**src/rtl/bmmu_pkg.sv**
```systemverilog
package bmmu_pkg;

    localparam int unsigned REG_COUNT = 64;
    localparam int unsigned REG_IDX_W = 6;

    localparam logic [1:0] CMD_MEM_XLATE = 2'd0;
    localparam logic [1:0] CMD_IO_READ   = 2'd1;
    localparam logic [1:0] CMD_IO_WRITE  = 2'd2;

    localparam logic [REG_IDX_W-1:0] REG_CNTLA0 = 6'h00;
    localparam logic [REG_IDX_W-1:0] REG_CNTLB0 = 6'h02;
    localparam logic [REG_IDX_W-1:0] REG_CNTLB1 = 6'h03;
    localparam logic [REG_IDX_W-1:0] REG_STAT0  = 6'h04;
    localparam logic [REG_IDX_W-1:0] REG_CNTR   = 6'h0A;
    localparam logic [REG_IDX_W-1:0] REG_CMR    = 6'h1E;
    localparam logic [REG_IDX_W-1:0] REG_DSTAT  = 6'h30;
    localparam logic [REG_IDX_W-1:0] REG_ITC    = 6'h34;
    localparam logic [REG_IDX_W-1:0] REG_RCR    = 6'h36;
    localparam logic [REG_IDX_W-1:0] REG_CBR    = 6'h38;
    localparam logic [REG_IDX_W-1:0] REG_BBR    = 6'h39;
    localparam logic [REG_IDX_W-1:0] REG_CBAR   = 6'h3A;
    localparam logic [REG_IDX_W-1:0] REG_ICR    = 6'h3F;

    localparam logic [7:0] CBAR_RESET = 8'hF0;

    typedef struct packed {
        logic [1:0]  command;
        logic [15:0] logical_address;
        logic [7:0]  write_byte;
    } in_item_t;

    typedef struct packed {
        logic [19:0] physical_address;
        logic [7:0]  read_byte;
        logic        internal_hit;
    } out_item_t;

    // Power-on contents of the register file; unlisted registers are zero.
    function automatic logic [7:0] reg_reset_value(input logic [REG_IDX_W-1:0] idx);
        logic [7:0] val;
        case (idx)
            REG_CNTLA0: val = 8'h10;
            REG_CNTLB0: val = 8'h07;
            REG_CNTLB1: val = 8'h07;
            REG_STAT0:  val = 8'h04;
            REG_CNTR:   val = 8'h07;
            REG_CMR:    val = 8'h7F;
            REG_DSTAT:  val = 8'h30;
            REG_ITC:    val = 8'h01;
            REG_RCR:    val = 8'hC0;
            REG_CBAR:   val = CBAR_RESET;
            default:    val = 8'h00;
        endcase
        return val;
    endfunction

endpackage

```
**src/rtl/bmmu_ram.sv**
```systemverilog
module bmmu_ram #(
    parameter int unsigned WIDTH = 8,
    parameter int unsigned DEPTH = 64
) (
    input  logic                     clk,
    input  logic                     we,
    input  logic [$clog2(DEPTH)-1:0] waddr,
    input  logic [WIDTH-1:0]         wdata,
    input  logic                     re,
    input  logic [$clog2(DEPTH)-1:0] raddr,
    output logic [WIDTH-1:0]         rdata
);

    logic [WIDTH-1:0] mem [DEPTH];
    logic [WIDTH-1:0] rdata_reg;

    always_ff @(posedge clk)
    begin
        if (we)
        begin
            mem[waddr] <= wdata;
        end
        if (re)
        begin
            rdata_reg <= mem[raddr];
        end
    end

    assign rdata = rdata_reg;

endmodule

```
**src/rtl/banked_mmu_io_register_window.sv**
```systemverilog
// The result is registered and strobed in the cycle after the request is accepted.
// Throughput: one item per cycle; busy is never raised, since the register file
// RAM takes a read or a write in the accepting cycle and returns registered data.
// Reset: rst_n clears all valid bits and loads the bank registers with their
// power-on values; entries never written since reset read as their reset values.
// The result is shown for one cycle and cannot be stalled by the receiver.
module banked_mmu_io_register_window
    import bmmu_pkg::*;
(
    input  logic      clk,
    input  logic      rst_n,
    input  logic      start,
    output logic      busy,
    input  in_item_t  request,
    output logic      result_valid,
    output out_item_t result
);

    logic [REG_COUNT-1:0] valid_reg;
    logic [REG_COUNT-1:0] valid_next;
    logic [7:0]           cbr_reg;
    logic [7:0]           bbr_reg;
    logic [7:0]           cbar_reg;
    logic [7:0]           icr_reg;
    logic                 done_reg;

    logic [19:0]          pa_reg;
    logic                 hit_reg;
    logic                 rd_hit_reg;
    logic                 entry_valid_reg;
    logic [REG_IDX_W-1:0] idx_reg;

    logic                 accept;
    logic                 is_io;
    logic                 win_hit;
    logic                 wr_hit;
    logic                 rd_hit;
    logic [REG_IDX_W-1:0] idx;
    logic [3:0]           page;
    logic [19:0]          la_ext;
    logic [19:0]          xlate_pa;
    logic [19:0]          pa_next;
    logic [7:0]           ram_rdata;
    logic [7:0]           stored_byte;

    assign busy   = 1'b0;
    assign accept = start && !busy;
    assign idx    = request.logical_address[REG_IDX_W-1:0];
    assign is_io  = (request.command == CMD_IO_READ) || (request.command == CMD_IO_WRITE);
    assign win_hit = (request.logical_address[15:6] == {8'h00, icr_reg[7:6]});
    assign wr_hit  = accept && (request.command == CMD_IO_WRITE) && win_hit;
    assign rd_hit  = (request.command == CMD_IO_READ) && win_hit;

    // Three areas: common 0 passes, the bank area adds BBR, common 1 adds CBR.
    assign page   = request.logical_address[15:12];
    assign la_ext = {4'h0, request.logical_address};

    always_comb
    begin
        if (page < cbar_reg[3:0])
        begin
            xlate_pa = la_ext;
        end
        else if (page < cbar_reg[7:4])
        begin
            xlate_pa = la_ext + {bbr_reg, 12'h000};
        end
        else
        begin
            xlate_pa = la_ext + {cbr_reg, 12'h000};
        end
        pa_next = is_io ? la_ext : xlate_pa;
    end

    always_comb
    begin
        valid_next = valid_reg;
        if (wr_hit)
        begin
            valid_next[idx] = 1'b1;
        end
    end

    bmmu_ram #(
        .WIDTH(8),
        .DEPTH(REG_COUNT)
    ) u_regfile (
        .clk  (clk),
        .we   (wr_hit),
        .waddr(idx),
        .wdata(request.write_byte),
        .re   (accept),
        .raddr(idx),
        .rdata(ram_rdata)
    );

    always_ff @(posedge clk or negedge rst_n)
    begin
        if (!rst_n)
        begin
            valid_reg <= '0;
            cbr_reg   <= 8'h00;
            bbr_reg   <= 8'h00;
            cbar_reg  <= CBAR_RESET;
            icr_reg   <= 8'h00;
            done_reg  <= 1'b0;
        end
        else
        begin
            valid_reg <= valid_next;
            done_reg  <= accept;
            // Shadow copies of the MMU registers feed translation and window decode.
            if (wr_hit)
            begin
                case (idx)
                    REG_CBR:  cbr_reg  <= request.write_byte;
                    REG_BBR:  bbr_reg  <= request.write_byte;
                    REG_CBAR: cbar_reg <= request.write_byte;
                    REG_ICR:  icr_reg  <= request.write_byte;
                    default:  ;
                endcase
            end
        end
    end

    always_ff @(posedge clk)
    begin
        if (accept)
        begin
            pa_reg          <= pa_next;
            hit_reg         <= is_io && win_hit;
            rd_hit_reg      <= rd_hit;
            entry_valid_reg <= valid_reg[idx];
            idx_reg         <= idx;
        end
    end

    assign stored_byte = entry_valid_reg ? ram_rdata : reg_reset_value(idx_reg);

    assign result_valid             = done_reg;
    assign result.physical_address  = pa_reg;
    assign result.read_byte         = rd_hit_reg ? stored_byte : 8'h00;
    assign result.internal_hit      = hit_reg;

endmodule

```
**config.mk**
```make
export PLATFORM = sky130hd
export DESIGN_NAME = banked_mmu_io_register_window
export DESIGN_NICKNAME = d
export VERILOG_FILES = /design/src/rtl/bmmu_pkg.sv /design/src/rtl/bmmu_ram.sv /design/src/rtl/banked_mmu_io_register_window.sv
export SDC_FILE = /design/constraint.sdc
export NUM_CORES = 1
export LEC_CHECK = 0
export ABC_AREA = 1
export ABC_CLOCK_PERIOD_IN_PS = 4100
export BUFFER_PORTS_ARGS = -buffer_cell sky130_fd_sc_hd__buf_2
export CORE_ASPECT_RATIO = 0.9
export CORE_UTILIZATION = 50
export DETAILED_ROUTE_END_ITERATION = 8
export PLACE_DENSITY = 0.66
export SETUP_SLACK_MARGIN = 0.1
export SYNTH_ARGS = -nofsm -noshare
export SYNTH_HDL_FRONTEND = slang
export SYNTH_SLANG_ARGS = --single-unit
export TNS_END_PERCENT = 100
```
**constraint.sdc**
```tcl
create_clock -name clk -period 4.1 [get_ports clk]
set_input_delay 1.23 -clock clk [delete_from_list [all_inputs] [get_ports clk]]
set_output_delay 1.23 -clock clk [all_outputs]
set_load 0.005 [all_outputs]
```
Yosys cells after proc, flatten, opt, wreduce, memory -nomap -nowiden
Memory sizes are Yosys's and may differ from the RTL's. A register that Yosys moved wholly into a read port is not among the register bits.
Cells that the tools add are included.

cells by class
  $add $sub $neg = 2
  magnitude comparators = 4
  eq/ne operators = 16
  multiplexer cells = 12
  bitwise logic cells = 1
  reductions and logical operators = 13

operators by type and width
  operator              count
  $or A64 B64 Y64       1
  $pmux W8 S8           1
  $eq A6 B6 Y1 const B  8
  $add A16 B20 Y20      2
  $mux W16              2
  $mux W20              1
  $mux W8               2
  $eq A6 B2 Y1 const B  2
  $eq A10 B2 Y1         1
  $lt A4 B4 Y1          2
  $reduce_and A2 Y1     4
  $lt A6 B7 Y1 const B  1
  $bmux W1 S6           1
  $demux W1 S6          1
  $eq A6 B3 Y1 const B  1
  $eq A6 B4 Y1 const B  1
  $eq A6 B5 Y1 const B  1
  $ge A6 B1 Y1 const B  1
  $logic_not A6 Y1      1
  $logic_and A1 B1 Y1   5
  $mux W1               4
  $reduce_or A3 Y1      1
  $eq A2 B1 Y1 const B  1
  $eq A2 B2 Y1 const B  1
  other kinds (2)       2

word-level totals
  register bits = 126
  bits in writable memories = 512
  bits of input ports = 29
  output and inout port bits = 31
  word-level logic and storage cells = 61
  memories = 1

memory list
  memory         words  width  rd ports  clocked after Yosys merged registers in  wr ports  line            source
  u_regfile.mem  64     8      1         1                                        1         bmmu_ram.sv:14  logic [WIDTH-1:0] mem [DEPTH];

Depth between registers and ports, before layout
  depth after elaboration = 5
  gate-level depth with buffers = 16
  gate-level depth less buffers = 16

By module
Synthesis repeated with hierarchy kept, for this count alone.

second synthesis, totals
  cells, all modules = 2387
  area total of the unflattened synthesis = 27082.2 um2

by module, submodules not included
  module                         times used  cells an instance  area an instance (um2)  sequential area each (um2)
  bmmu_ram                       1           1805               21419.3                 15615.0
  banked_mmu_io_register_window  1           582                5662.9                  2972.9

Worst setup path before layout
No wires, ideal clock.

  kind = input port to flip-flop
  start = input port request[23] in the netlist's numbering
  end = register pa_reg[18] (data pin)
  library setup time = 0.253 ns
  arrival time = 3.324 ns
  required time = 3.847 ns
  path slack = 0.524 ns
  stages = 12
  path buffers = 0
  cells stage by stage = ha_1 -> a21oi_1 -> nand2_1 -> mux2_2 -> ha_1 -> fa_1 -> nand3_1 -> nand3_1 -> nand3_1 -> nor2_1 -> nor2_1 -> nor2_1

on the way
  cells in the longest elaborated chain, start to end = 2
  elaborated cells on any way between the ends = 6
  classes of those cells = add/sub: 2; order compare: 2; mux: 1; reduce/logical: 1

ends and longest elaborated chain
  what                                            line                                  source
  from (decl)                                     banked_mmu_io_register_window.sv:14   input in_item_t request,
  $add A16 B20 Y20, or another cell as far along  banked_mmu_io_register_window.sv:70   xlate_pa = la_ext + {cbr_reg, 12'h000};
  $mux W20 or $reduce_or A2 Y1 (tied branches)    --
  to (signal assigned)                            banked_mmu_io_register_window.sv:130  pa_reg <= pa_next;
  to (decl)                                       banked_mmu_io_register_window.sv:27   logic [19:0] pa_reg;

Parallel ways exist; a longest one is shown, timed or not.
A chain may end at the register's enable or synchronous reset.

==> reports/results.txt <==
Initial antenna violation count: 0
Wire length on met2: 28.6 mm
Routed metal-1 wirelength: 26.9 mm
Vias: 16502
Post-route ant nets: 0
Hold_buf cts: 0
Core area: 49400 um^2
Metal3 WL: 5.23 mm
Cell taking the most area after synthesis: edfxtp_1
Unrepaired setup endpoints after global routing: false
First-pass GRT wire length: 97.0 mm
Worst Tran Pin Value: 1.16 ns
Initial drt markers: 1876
Overall routing resource usage: 25.2%
Final RePlAce weighted congestion: 0.894
Comb pwr share: 5.3%
Share of power burned in registers: 52.8%
Flop and latch count out of synthesis: 634
Die Area: 51400 um^2
Clk_lat worst skew: 0.63 ns
Max layer used: met5
Crit. End Element: output pin
H-Tree Level Count: 2
Synth Flop Type: edfxtp_1
Sinks on Clock Net: 634
Maximum number of pins on one net before global-route repair: 84
Setup bufs post-CTS: 0
# IOs: 60
Final WL: 63.1 mm
Bufs on Longest Clock Path: 3
Crit-path max FO: 4
P_int: 10.5 mW
Final #Nets: 2242
Port bufs: 58
Worst slack at placement: 0.209 ns
Final worst slack: 0.705 ns
Post-Route Utilization: 58.7%
Synth Net Count: 2095
Antenna cells: 0
Area contributors post-synth: edfxtp_1 65%, nand2_1 8.7%, dfrtp_1 8.6%
Avg WL per Cell: 21.6 um
Share of layout cells above drive strength 1: 13.8%
Die W: 239 um
FILL cells: 3947
Netlist cell types: 39
DRT Pass-1 Iters: 8
Setup TNS: 0 ns
Max-Cap Viols: 0
Post-synth top cells: 588 x nand2_1, 543 x edfxtp_1, 154 x nor2_1
Layout area overhead: 14.9%
HP Class: flip-flop to flip-flop
DP HPWL: 38.6 mm
Starting Density: 51.1%
Syn Std Cell Area: 25200 um^2
Vias in the first global route: 16344
Leak: 11.0 nW
Top-count cell post-synth: nand2_1
Avg Cell Area, Syn: 12.3 um^2
Switch Pwr: 2.87 mW
WHS: 0.452 ns
CP Launch Type: flip-flop
Switching Fraction: 21.5%
Yosys top cell area share: 64.6%
Vias per cell: 5.65
R2R depth: 15
Clock share of power: 41.8%
PD cells: 460 nW/um^2
Crit share post-route: 82.8%
Final Slew Violations: 0
FFs w/ async S/R, synth: 14.4%
WP data required: 2.87 ns
Fmax achieved: 295 MHz
# rows: 77
Clock Skew: 0.0120 ns
Total gr overflow: 0
Number of warnings issued by yosys: 0
Post-synth EDFFs: 543
Sequential fraction of the synthesis area: 73.7%
Clk root buf: clkbuf_16
Post-route DRC violation count: 0
Post-route minimum period: 3.40 ns
Final hold violations: 0
Status: finished, final reports clean
Die height: 215 um
Post-CTS resize count: 0
Max_slew headroom: 22.6%
CTS tree: done
Worst Hold Depth: 2
Mapped Cells: 2052
Design Power: 13.3 mW
VDD IR max: 0.335 mV
Setup violations, final: 0
CTS clk-pin slew, worst paths: 0.06 ns
Number of buffers created by CTS: 61
Critical Path AT: 2.17 ns
Max reg flops: 512
CP Class: flip-flop to output pin
[per-layer routing]
metal  up-vias  track usage (%)
met2       725             38.5
met3       138             4.92
li1       7515                -
met5         -            0.852
met4         2             10.2
met1      8122             35.4
[critical path, cell delays in order (launching register included)]
cell,delay (ns)
edfxtp_1,0.42
inv_1,0.11
nor3b_1,0.29
nand3_1,0.19
nand2_1,0.13
o21ai_0,0.10
a21oi_1,0.17
buf_2,0.14
[layout by cell type (no fill, tap or decap), drive strengths merged, types with 61 or more instances in the layout]
| cell type | n |
|---|---|
| a22oi | 99 |
| buf | 174 |
| clkbuf | 93 |
| dfrtp | 87 |
| edfxtp | 543 |
| inv | 106 |
| nand2 | 592 |
| nand3 | 61 |
| nand4 | 92 |
| nor2 | 157 |
| o21ai | 79 |
[through the flow]
stage / instance area (um^2) / instances
2_1_floorplan: 25200 / 2052
3_3_place_gp: 27000 / 2807
3_5_place_dp: 27000 / 2807
4_1_cts: 29000 / 2921
5_1_grt: 29000 / 2921
6_report: 29000 / 2921
[power groups by stage]
stage               combinational [mW]  clock [mW]  sequential [mW]
finish                           0.713        5.59             7.05
global route                     0.777        5.91             7.05
floorplan                        0.335           0             7.19
CTS                              0.710        5.65             7.05
global placement                 0.695           0             7.18
detailed placement               0.707           0             7.18
[final cells by class]
cell class	instances	area (um^2)	share of cell area, %
multi-input combinational	1220	5860	20.2
timing repair buffer	174	1300	4.49
clock buffer	93	1800	6.21
clock inverter	21	201	0.695
sequential	634	18600	64.1
inverter	108	407	1.40
tap	671	840	2.90
[final timing paths]
kind / start / endpoint / slack [ns]
max: pa_reg[2] / result[1] / 0.70
min: valid_reg[45] / valid_reg[45] / 0.45
max reg2reg: cbar_reg[7] / pa_reg[18] / 1.03
min reg2reg: valid_reg[45] / valid_reg[45] / 0.45
max in group asynchronous: rst_n / valid_reg[50] / 2.54
min in group asynchronous: rst_n / icr_reg[7] / 0.78
[logic make-up (layout without fill, tap and decap cells)]
family / count (synthesis) / after routing / synth area share (%)
compound gates: 245 / 245 / 5.96
xor+xnor: 4 / 4 / 0.139
fa+ha+maj: 14 / 14 / 0.724
buf+inv: 198 / 396 / 3.22
flops: 634 / 634 / 73.7
mux: 4 / 4 / 0.178
other cells: 1 / 1 / 0.0149
simple gates: 952 / 952 / 16.1
(Power assumes the default switching activity.)
